<file path="config.mk">
export PLATFORM = sky130hd
export DESIGN_NAME = wpsteer_ctrl
export DESIGN_NICKNAME = d
export VERILOG_FILES = /design/src/hw/rtl/wpsteer_pkg.sv /design/src/hw/rtl/wpsteer_ctrl.sv
export SDC_FILE = /design/constraint.sdc
export NUM_CORES = 1
export LEC_CHECK = 0
export BUFFER_PORTS_ARGS = -buffer_cell sky130_fd_sc_hd__buf_4
export CAP_MARGIN = 20
export CORE_UTILIZATION = 50
export CTS_CLUSTER_SIZE = 40
export DETAILED_ROUTE_END_ITERATION = 12
export GPL_TIMING_DRIVEN = 0
export PLACE_DENSITY = 0.73
export SETUP_SLACK_MARGIN = 0.1
export SLEW_MARGIN = 30
export SYNTH_ARGS = -nofsm -noshare
export SYNTH_HDL_FRONTEND = slang
export SYNTH_SLANG_ARGS = --single-unit
</file>
<file path="constraint.sdc">
create_clock -name clk -period 1.8 [get_ports clk]
set_input_delay 0.36 -clock clk [delete_from_list [all_inputs] [get_ports clk]]
set_output_delay 0.36 -clock clk [all_outputs]
set_load 0.02 [all_outputs]
</file>
<file path="src/hw/rtl/wpsteer_pkg.sv">
package wpsteer_pkg;

    localparam int IDX_W      = 5;
    localparam int MOD_STEPS  = 12;
    localparam int DEG_WRAP   = 360;
    localparam int ATAN_TAB_N = 24;

    localparam logic signed [33:0] ANG_PI      = 34'sh0_8000_0000;
    localparam logic signed [33:0] ANG_HALF_PI = 34'sh0_4000_0000;
    localparam logic signed [33:0] CORDIC_K    = 34'sd652032874;
    localparam logic signed [16:0] BEAR_MAX    = 17'sd46080;

    localparam logic [1:0] REG_PROP_GAIN = 2'd0;
    localparam logic [1:0] REG_DIFF_GAIN = 2'd1;
    localparam logic [1:0] REG_X_TOL     = 2'd2;
    localparam logic [1:0] REG_Y_TOL     = 2'd3;

    typedef enum logic [3:0] {
        OP_IDLE,
        OP_LOAD,
        OP_ROT,
        OP_MUL,
        OP_ACC,
        OP_ATAN_INIT,
        OP_ATAN,
        OP_BEAR_MUL,
        OP_BEAR_CLAMP,
        OP_PD_P,
        OP_PD_D,
        OP_PD_SUM,
        OP_TRUNC,
        OP_MOD,
        OP_OUT
    } op_t;

    typedef enum logic [3:0] {
        ST_IDLE,
        ST_ROT,
        ST_MUL,
        ST_ACC,
        ST_ATAN_INIT,
        ST_ATAN,
        ST_BEAR_MUL,
        ST_BEAR_CLAMP,
        ST_PD_P,
        ST_PD_D,
        ST_PD_SUM,
        ST_TRUNC,
        ST_MOD,
        ST_OUT
    } state_t;

    typedef struct packed {
        op_t              op;
        logic [IDX_W-1:0] idx;
    } dp_cmd_t;

    function automatic logic signed [33:0] atan_entry(input logic [IDX_W-1:0] i);
        logic signed [33:0] v;
        case (i)
            5'd0:    v = 34'sd536870912;
            5'd1:    v = 34'sd316933406;
            5'd2:    v = 34'sd167458907;
            5'd3:    v = 34'sd85004756;
            5'd4:    v = 34'sd42667331;
            5'd5:    v = 34'sd21354465;
            5'd6:    v = 34'sd10679838;
            5'd7:    v = 34'sd5340245;
            5'd8:    v = 34'sd2670163;
            5'd9:    v = 34'sd1335087;
            5'd10:   v = 34'sd667544;
            5'd11:   v = 34'sd333772;
            5'd12:   v = 34'sd166886;
            5'd13:   v = 34'sd83443;
            5'd14:   v = 34'sd41722;
            5'd15:   v = 34'sd20861;
            5'd16:   v = 34'sd10430;
            5'd17:   v = 34'sd5215;
            5'd18:   v = 34'sd2608;
            5'd19:   v = 34'sd1304;
            5'd20:   v = 34'sd652;
            5'd21:   v = 34'sd326;
            5'd22:   v = 34'sd163;
            5'd23:   v = 34'sd81;
            default: v = 34'sd0;
        endcase
        return v;
    endfunction

endpackage

</file>
<file path="src/hw/rtl/wpsteer_ctrl.sv">
module wpsteer_ctrl
    import wpsteer_pkg::*;
#(
    parameter int CORDIC_STEPS = 16
)
(
    input  logic    clk,
    input  logic    rst_n,
    input  logic    in_valid,
    output logic    in_ready,
    output logic    out_valid,
    input  logic    out_ready,
    output dp_cmd_t cmd
);

    localparam logic [IDX_W-1:0] ROT_LAST = IDX_W'(CORDIC_STEPS - 1);
    localparam logic [IDX_W-1:0] MUL_LAST = IDX_W'(3);
    localparam logic [IDX_W-1:0] MOD_LAST = IDX_W'(MOD_STEPS - 1);

    state_t           state_reg, state_next;
    logic [IDX_W-1:0] cnt_reg, cnt_next;
    logic             out_valid_reg, out_valid_next;
    logic             slot_free;

    assign slot_free = !out_valid_reg || out_ready;

    always_ff @(posedge clk or negedge rst_n)
    begin
        if (!rst_n)
        begin
            state_reg     <= ST_IDLE;
            cnt_reg       <= '0;
            out_valid_reg <= 1'b0;
        end
        else
        begin
            state_reg     <= state_next;
            cnt_reg       <= cnt_next;
            out_valid_reg <= out_valid_next;
        end
    end

    always_comb
    begin
        state_next = state_reg;
        cnt_next   = cnt_reg;
        case (state_reg)
            ST_IDLE:
            begin
                cnt_next = '0;
                if (in_valid)
                    state_next = ST_ROT;
            end
            ST_ROT:
            begin
                if (cnt_reg == ROT_LAST)
                begin
                    cnt_next   = '0;
                    state_next = ST_MUL;
                end
                else
                    cnt_next = cnt_reg + 1'b1;
            end
            ST_MUL:
                state_next = ST_ACC;
            ST_ACC:
            begin
                if (cnt_reg == MUL_LAST)
                begin
                    cnt_next   = '0;
                    state_next = ST_ATAN_INIT;
                end
                else
                begin
                    cnt_next   = cnt_reg + 1'b1;
                    state_next = ST_MUL;
                end
            end
            ST_ATAN_INIT:
                state_next = ST_ATAN;
            ST_ATAN:
            begin
                if (cnt_reg == ROT_LAST)
                begin
                    cnt_next   = '0;
                    state_next = ST_BEAR_MUL;
                end
                else
                    cnt_next = cnt_reg + 1'b1;
            end
            ST_BEAR_MUL:   state_next = ST_BEAR_CLAMP;
            ST_BEAR_CLAMP: state_next = ST_PD_P;
            ST_PD_P:       state_next = ST_PD_D;
            ST_PD_D:       state_next = ST_PD_SUM;
            ST_PD_SUM:     state_next = ST_TRUNC;
            ST_TRUNC:
            begin
                cnt_next   = '0;
                state_next = ST_MOD;
            end
            ST_MOD:
            begin
                if (cnt_reg == MOD_LAST)
                begin
                    cnt_next   = '0;
                    state_next = ST_OUT;
                end
                else
                    cnt_next = cnt_reg + 1'b1;
            end
            ST_OUT:
            begin
                if (slot_free)
                    state_next = ST_IDLE;
            end
            default:
                state_next = ST_IDLE;
        endcase
    end

    always_comb
    begin
        cmd.idx        = cnt_reg;
        cmd.op         = OP_IDLE;
        in_ready       = 1'b0;
        out_valid_next = out_valid_reg && !out_ready;
        case (state_reg)
            ST_IDLE:
            begin
                in_ready = 1'b1;
                if (in_valid)
                    cmd.op = OP_LOAD;
            end
            ST_ROT:        cmd.op = OP_ROT;
            ST_MUL:        cmd.op = OP_MUL;
            ST_ACC:        cmd.op = OP_ACC;
            ST_ATAN_INIT:  cmd.op = OP_ATAN_INIT;
            ST_ATAN:       cmd.op = OP_ATAN;
            ST_BEAR_MUL:   cmd.op = OP_BEAR_MUL;
            ST_BEAR_CLAMP: cmd.op = OP_BEAR_CLAMP;
            ST_PD_P:       cmd.op = OP_PD_P;
            ST_PD_D:       cmd.op = OP_PD_D;
            ST_PD_SUM:     cmd.op = OP_PD_SUM;
            ST_TRUNC:      cmd.op = OP_TRUNC;
            ST_MOD:        cmd.op = OP_MOD;
            ST_OUT:
            begin
                if (slot_free)
                begin
                    cmd.op         = OP_OUT;
                    out_valid_next = 1'b1;
                end
            end
            default:       cmd.op = OP_IDLE;
        endcase
    end

    assign out_valid = out_valid_reg;

endmodule

</file>
==> results of run 1 <==
[worst max-delay path by stage]
stage / slack, ns / from / depth (start not counted) / to
floorplan: 0.10 / state_reg[3] / 5 / cmd[6]
global placement: 0.10 / state_reg[2] / 5 / cmd[8]
detailed placement: 0.06 / state_reg[2] / 5 / cmd[8]
CTS: -0.05 / state_reg[1] / 5 / cmd[5]
global route: -0.12 / state_reg[1] / 5 / cmd[8]
finish: -0.05 / state_reg[3] / 5 / cmd[5]
[kinds of logic (layout without fill, tap and decap cells)]
group                      count (synthesis)  after routing
buffers and inverters                     12             38
muxes                                      3              3
and+or+nand+nor                           32             32
AOI/OAI and AO/OA                         30             30
DFF                                       10             10
xor gates and xnor gates                   2              2
adders and majority gates                  3              3
[area by class of cell]
type | instances | area (µm²)
sequential | 10 | 253
multi-input combinational | 70 | 517
buffer | 6 | 60.1
timing repair buffer | 23 | 186
inverter | 6 | 22.5
fill | 92 | 287
clock buffer | 3 | 22.5
tap | 15 | 18.8
[power groups by stage]
stage	Sequential (mW)	Combinational [mW]	Clock, mW
4_1_cts	0.367	0.912	0.155
3_5_place_dp	0.375	0.788	0
3_3_place_gp	0.371	0.780	0
6_report	0.371	1.02	0.150
2_1_floorplan	0.402	0.511	0
5_1_grt	0.379	1.10	0.163
[stage by stage]
| step | worst slack, ns | power (mW) |
|---|---|---|
| 6_report | -0.0542 | 1.54 |
| 2_1_floorplan | 0.103 | 0.913 |
| 4_1_cts | -0.0524 | 1.43 |
| 5_1_grt | -0.118 | 1.64 |
| 3_5_place_dp | 0.0622 | 1.16 |
| 3_3_place_gp | 0.103 | 1.15 |
[cells in the mapped netlist]
| library cell | count |
|---|---|
| clkbuf_1 | 2 |
| nor4b_1 | 1 |
| buf_6 | 1 |
| nand4b_1 | 1 |
| and4bb_1 | 1 |
| a31oi_1 | 2 |
| nand2_1 | 10 |
| or3_1 | 5 |
| o221ai_1 | 1 |
| nor2b_1 | 1 |
| inv_2 | 2 |
| a211oi_2 | 1 |
| nand2b_1 | 3 |
| nand4bb_1 | 1 |
| inv_1 | 4 |
| a2bb2oi_1 | 1 |
| buf_2 | 3 |
| a21boi_0 | 1 |
| mux2i_1 | 2 |
| o21ai_1 | 2 |
| nand3_1 | 2 |
| xnor2_1 | 2 |
| o31ai_1 | 1 |
| o311a_1 | 1 |
| o22a_1 | 1 |
| a21oi_1 | 4 |
| o32ai_1 | 1 |
| nor3_1 | 1 |
| mux2_2 | 1 |
| o21ai_0 | 7 |
| a311oi_1 | 1 |
| a22oi_1 | 2 |
| o21a_1 | 1 |
| a22oi_2 | 1 |
| nor2_1 | 6 |
| a22o_1 | 1 |
| dfrtp_1 | 10 |
| ha_1 | 3 |
| o22ai_1 | 1 |
[worst register-to-register path, cell delays in order (launching register included)]
cell and delay, ns:
dfrtp_1 0.35, ha_2 0.21, nand3_1 0.11, inv_1 0.08
ha_1 0.17, nor2_1 0.06, a22oi_2 0.17, o21ai_1 0.13
mux2_2 0.28
[cell usage in the layout, fill, tap and decap left out, types with 2 or more instances in the layout]
cell      Yosys  layout
a22oi_1       2       2
buf_4         0      20
nor2_1        6       5
clkbuf_4      0       4
nand3_1       2       2
ha_1          3       2
dfrtp_1      10       8
or3_1         5       2
o21ai_1       2       2
nand2_2       0       2
o21ai_0       7       6
nand2_1      10       8
inv_2         2       2
buf_6         1       7
xnor2_1       2       2
a31oi_1       2       2
inv_1         4       4
mux2i_1       2       2
nand2b_1      3       3
a21oi_1       4       3
or3_4         0       3
dfrtp_2       0       2
[per-layer routing]
metal | vias to the layer above | GRT usage, %
met2 | 32 | 41.0
met1 | 384 | 38.6
met5 | - | 0
met4 | 0 | 4.84
met3 | 6 | 7.98
li1 | 390 | -
[what timing repair did]
item,in CTS,in global routing
endpoints found under the setup margin,8,10
setup buffers,4,4
hold buffers,1,0
pin swaps,3,5
cloned,1,0
resized for setup,21,9
hold endpoints to repair,10,0
==> impl_metrics.py, run 1 <==
metrics = {
    "hold_path": {
        "hp-start": "in_valid",
        "hp-class": "in -> reg",
        "min_to": "state_reg[0]",
        "holdPathStages": 3,
    },
    "timing": {
        "max_slew_margin_pct": 78.9,
        "clock_skew_ns": 0.00239,
        "rsz0062_at_grt": "true",
        "max_freq_ghz": 0.539,
        "setup_ws_ns": -0.0542,
        "finalMaxSlewViolations": 0,
        "tightest_slew_ns": 0.316,
        "hold_viol": 0,
        "setup_viol": 3,
        "whs_ns": 0.429,
        "fin_setup_tns_ns": -0.106,
        "fin_crit_sh_pct": 103,
        "fin_crit_ns": 1.85,
    },
    "route": {
        "drc": 0,
        "dr_wl_met3_um": 138,
        "wl_met1_um": 884,
        "met2_length_um": 1030,
        "first_iter_violations": 21,
        "top_layer_used": "met4",
        "drt_wl_total_um": 2080,
        "avgViaCountPerCell": 6.11,
        "routed-via-count": 812,
        "ant_nets": 0,
        "wl_per_cell_um": 15.6,
        "drt_pre_antenna_iters": 4,
    },
    "logic_synthesis": {
        "yosysSeqAreaShare_pct": 32.3,
        "synth_compound_area_share_pct": 27.0,
        "yosys.area.top_type": "dfrtp_1",
        "synth_area_um2": 774,
        "syn_nets": 99,
        "yosys.area_share.adder_pct": 4.85,
        "synthCells": 92,
        "synth.area.mux_share_pct": 4.04,
        "synth-seq-cells": 10,
        "yosys_warnings": 0,
        "synth_area_leaders": "dfrtp_1 (32%), ha_1 (4.8%), nand2_1 (4.8%)",
        "synthSimpleGateAreaFrac_pct": 22.3,
        "synth.avg_cell_area_um2": 8.42,
        "synth_top_area_share_pct": 32.3,
        "synth_top_family_by_area": "compound AO/OA/AOI/OAI gates",
        "synth_xor_xnor_area_share_pct": 2.26,
        "yosys.cell_types.count": 39,
    },
    "setup_path": {
        "cp_slowest_cell": "dfrtp_1",
        "worstSetupStartpointType": "flip-flop",
        "critPathMaxStageDelay_ns": 0.40,
        "arrival_ns": 1.49,
        "reg2reg_depth": 8,
        "cp_top_family": "simple AND/OR/NAND/NOR gates",
        "r2r-end": "cnt_reg[0]",
        "end_kind": "primary output",
        "reg2reg_slack_ns": 0.14,
        "worstPathRequired_ns": 1.44,
        "path_class": "reg -> out",
        "critPathBufInv": 2,
        "worst-path-max-fanout": 4,
        "path_cells": "buf_6 > or3_4 > nor2_4 > a311oi_1 > buf_4",
        "r2r_start": "cnt_reg[0]",
    },
    "floorplanning": {
        "core_area_um2": 1370,
        "start_util_pct": 56.7,
        "io_pins": 15,
        "die_w_um": 41.4,
        "fp.dieH_um": 41.4,
        "rows": 13,
        "die_area_um2": 1710,
    },
    "power": {
        "power_density_nw_per_um2": 1430,
        "clockPowerShare_pct": 9.8,
        "pwr-share-comb_pct": 66.1,
        "p_seq_share_pct": 24.1,
        "switchingPower_uw": 679,
        "ir_worst_vdd_v": 0.000881,
        "p_int_uw": 862,
        "power_switching_share_pct": 44.1,
        "p_leak_nw": 0.489,
    },
    "global_route": {
        "track_usage_pct": 27.2,
        "grt_pass1_wl_um": 3050,
        "antenna_found_initial": 0,
        "grt_overflow_total": 0,
        "grt_pass1_vias": 666,
        "grt_max_degree": 11,
    },
    "clock_network": {
        "cts_max_path_buffers": 2,
        "root_buffer": "clkbuf_4",
        "cts_inserted_buffers": 3,
        "clk_pin_slew_ns": 0.06,
        "cts_tree": "yes",
        "cts_num_sinks": 10,
        "htreeDepth": 1,
        "clk_latency_ns": 0.26,
    },
    "cells_and_area": {
        "diodes": 0,
        "syn_to_final_growth_pct": 39.4,
        "final_nets": 127,
        "fin_util_pct": 79.0,
        "instances_no_fill": 133,
        "largest_reg_flops": 5,
        "drive_gt1_share_pct": 42.4,
        "postLayoutCellArea_um2": 1080,
    },
    "place": {
        "gp_congestion": 0.813,
        "portBuffers": 14,
        "placed_area_um2": 898,
        "place_inst": 121,
        "dp_hpwl_um": 1310,
    },
    "flow_run": {
        "drv_cap": 0,
    },
    "status": {
        "status": "complete, but fails checks",
        "violations": "negative setup slack",
    },
}
Power figures use the tool's default switching activity.
==> run 2: changes to the inputs <==
--- a/config.mk
+++ b/config.mk
@@ -11,7 +11,7 @@
 export CTS_CLUSTER_SIZE = 40
 export DETAILED_ROUTE_END_ITERATION = 12
 export GPL_TIMING_DRIVEN = 0
-export PLACE_DENSITY = 0.73
+export PLACE_DENSITY = 0.75
 export SETUP_SLACK_MARGIN = 0.1
 export SLEW_MARGIN = 30
 export SYNTH_ARGS = -nofsm -noshare
==> run 2 against run 1 <==
Net effect:
- the flow still finishes with violations (negative setup slack)
- first-iteration DRC count rose by 33%
- non-clock buffer count decreased by 3
- utilization is 1.2 points lower
- fmax is 0.94% lower
- critical path depth did not move
- clock-buffer cell count is 1 higher
- global-route usage shrank 0.11 points
- via count is 2.7% lower
- sequential cell count is the same
==> impl_metrics.py, run 2 (synthesized netlist as in run 1, its figures left out) <==
metrics = {
    "clock_network": {
        "cts_inserted_buffers": 3,
        "cts_num_sinks": 10,
        "clk_pin_slew_ns": 0.08,
        "root_buffer": "clkbuf_4",
        "clk_latency_ns": 0.28,
        "cts_tree": "yes",
        "htreeDepth": 1,
        "cts_max_path_buffers": 2,
    },
    "power": {
        "p_total_mw": 1.55,
        "p_leak_nw": 0.479,
        "power_switching_share_pct": 44.3,
        "power_density_nw_per_um2": 1460,
        "p_seq_share_pct": 25.3,
        "ir_worst_vdd_v": 0.000831,
        "switchingPower_uw": 687,
        "pwr-share-comb_pct": 60.7,
        "p_int_uw": 863,
        "clockPowerShare_pct": 14.0,
    },
    "place": {
        "gp_congestion": 0.856,
        "dp_hpwl_um": 1320,
        "portBuffers": 14,
        "dp_slack_ns": 0.0521,
    },
    "cells_and_area": {
        "mostFrequentLayoutCells": "buf_4 (18), nand2_1 (8), dfrtp_1 (6)",
        "layout_commonest_cell": "buf_4",
        "syn_to_final_growth_pct": 37.3,
        "final_nets": 124,
        "largest_reg_flops": 5,
        "n_fill_cell": 98,
        "drive_gt1_share_pct": 39.7,
        "multi_input_area_um2": 510,
        "seq_area_um2": 255,
        "diodes": 0,
    },
    "status": {
        "status": "complete, but fails checks",
        "violations": "negative setup slack",
    },
    "global_route": {
        "busiest_layer": "met2",
        "grt_overflow_total": 0,
        "antenna_found_initial": 0,
        "grt_max_degree": 11,
        "track_usage_pct": 27.1,
        "met2_usage_pct": 41.0,
        "grt_pass1_vias": 638,
        "use_met3_pct": 5.32,
        "grt_pass1_wl_um": 2940,
        "global_route.usage.met1_pct": 37.3,
    },
    "timing": {
        "clock_skew_ns": 0.00310,
        "setup_ws_ns": -0.0717,
        "setup_viol": 3,
        "hold_viol": 0,
        "fin_crit_ns": 1.87,
        "max_freq_ghz": 0.534,
        "rsz0062_at_grt": "true",
        "fin_crit_sh_pct": 104,
        "tightest_slew_ns": 0.390,
        "finalMaxSlewViolations": 0,
        "max_slew_margin_pct": 73.9,
    },
    "floorplanning": {
        "io_pins": 15,
        "start_util_pct": 56.7,
        "die_w_um": 41.4,
        "rows": 13,
        "core_area_um2": 1370,
        "fp.dieH_um": 41.4,
        "die_area_um2": 1710,
    },
    "setup_path": {
        "critPathBufInv": 3,
        "worstSetupStartpointType": "flip-flop",
        "r2r-end": "cnt_reg[0]",
        "worstPathRequired_ns": 1.44,
        "end_kind": "primary output",
        "path_class": "reg -> out",
        "critPathMaxStageDelay_ns": 0.40,
        "reg2reg_slack_ns": 0.15,
        "reg2reg_depth": 8,
        "cp_slowest_cell": "dfrtp_1",
        "cp_top_family": "simple AND/OR/NAND/NOR gates",
        "path_cells": "buf_6 > buf_8 > or3_4 > nand2_2 > buf_6",
        "worst-path-max-fanout": 10,
        "crit_top_cell": "buf_6",
        "arrival_ns": 1.51,
        "r2r_start": "cnt_reg[0]",
    },
    "route": {
        "drt_wl_total_um": 2110,
        "avgViaCountPerCell": 6.03,
        "routed-via-count": 790,
        "first_iter_violations": 28,
        "wl_per_cell_um": 16.1,
        "ant_nets": 0,
        "drt_pre_antenna_iters": 4,
        "drc": 0,
    },
    "hold_path": {
        "hp-class": "in -> async",
    },
    "flow_run": {
        "drv_cap": 0,
    },
}
run 2: worst register-to-register path, stage by stage (launching register included):
cell     delay (ns)
dfrtp_2        0.41
ha_4           0.16
nand3_1        0.10
inv_1          0.08
ha_1           0.16
nor2_1         0.05
a22oi_2        0.17
o21ai_1        0.13
mux2_2         0.28
run 2: power groups by stage:
| stage | clock network, mW | registers (mW) | logic [mW] |
|---|---|---|---|
| global route | 0.226 | 0.403 | 1.01 |
| finish | 0.217 | 0.392 | 0.942 |
| floorplan | 0 | 0.402 | 0.511 |
| CTS | 0.214 | 0.372 | 0.862 |
| global placement | 0 | 0.370 | 0.779 |
| detailed placement | 0 | 0.373 | 0.795 |
run 2: layout make-up:
class	instances	area share (%)
Sequential cell	10	24.0
Tap cell	15	1.76
Inverter	6	2.12
Buffer	6	6.00
Multi-Input combinational cell	70	48.0
Timing Repair Buffer	20	14.7
Clock buffer	4	3.41
run 2: metal layers:
layer | share of wire [%] | wire length [µm] | vias to the layer above
li1 | - | - | 385
met1 | 47 | 984 | 377
met2 | 49 | 1030 | 23
met3 | 3.1 | 66 | 5
met4 | 1.3 | 27 | 0
met5 | 0 | 0 | -
run 2: repair_timing:
| action | 4_1_cts | 5_1_grt |
|---|---|---|
| hold buffers | 1 | 0 |
| setup endpoints to repair | 6 | 10 |
| resized for setup | 20 | 8 |
| endpoints found under the hold margin | 10 | 0 |
| cloned | 0 | 0 |
| pin swaps | 1 | 1 |
| setup buffers | 3 | 2 |
run 2: metrics by stage:
stage	instances	util (%)	setup TNS, ns	hold slack (ns)	area [µm²]
6_report	131	77.8	-0.127	0.436	1060
5_1_grt	131	77.8	-0.340	0.422	1060
4_1_cts	129	74.7	-0.120	0.398	1020
3_5_place_dp	121	65.8	0	0.198	898
3_3_place_gp	121	65.8	0	0.196	898
2_1_floorplan	92	-	0	0.0644	774
run 2: worst max path at each step:
stage               cells after the start          from  slack (ns)      to
finish                                  5  state_reg[3]       -0.07  cmd[8]
global route                            5  state_reg[3]        -0.1  cmd[8]
floorplan                               5  state_reg[3]        0.10  cmd[6]
global placement                        5  state_reg[2]        0.11  cmd[8]
detailed placement                      5  state_reg[0]        0.05  cmd[8]
CTS                                     5  state_reg[1]       -0.06  cmd[5]
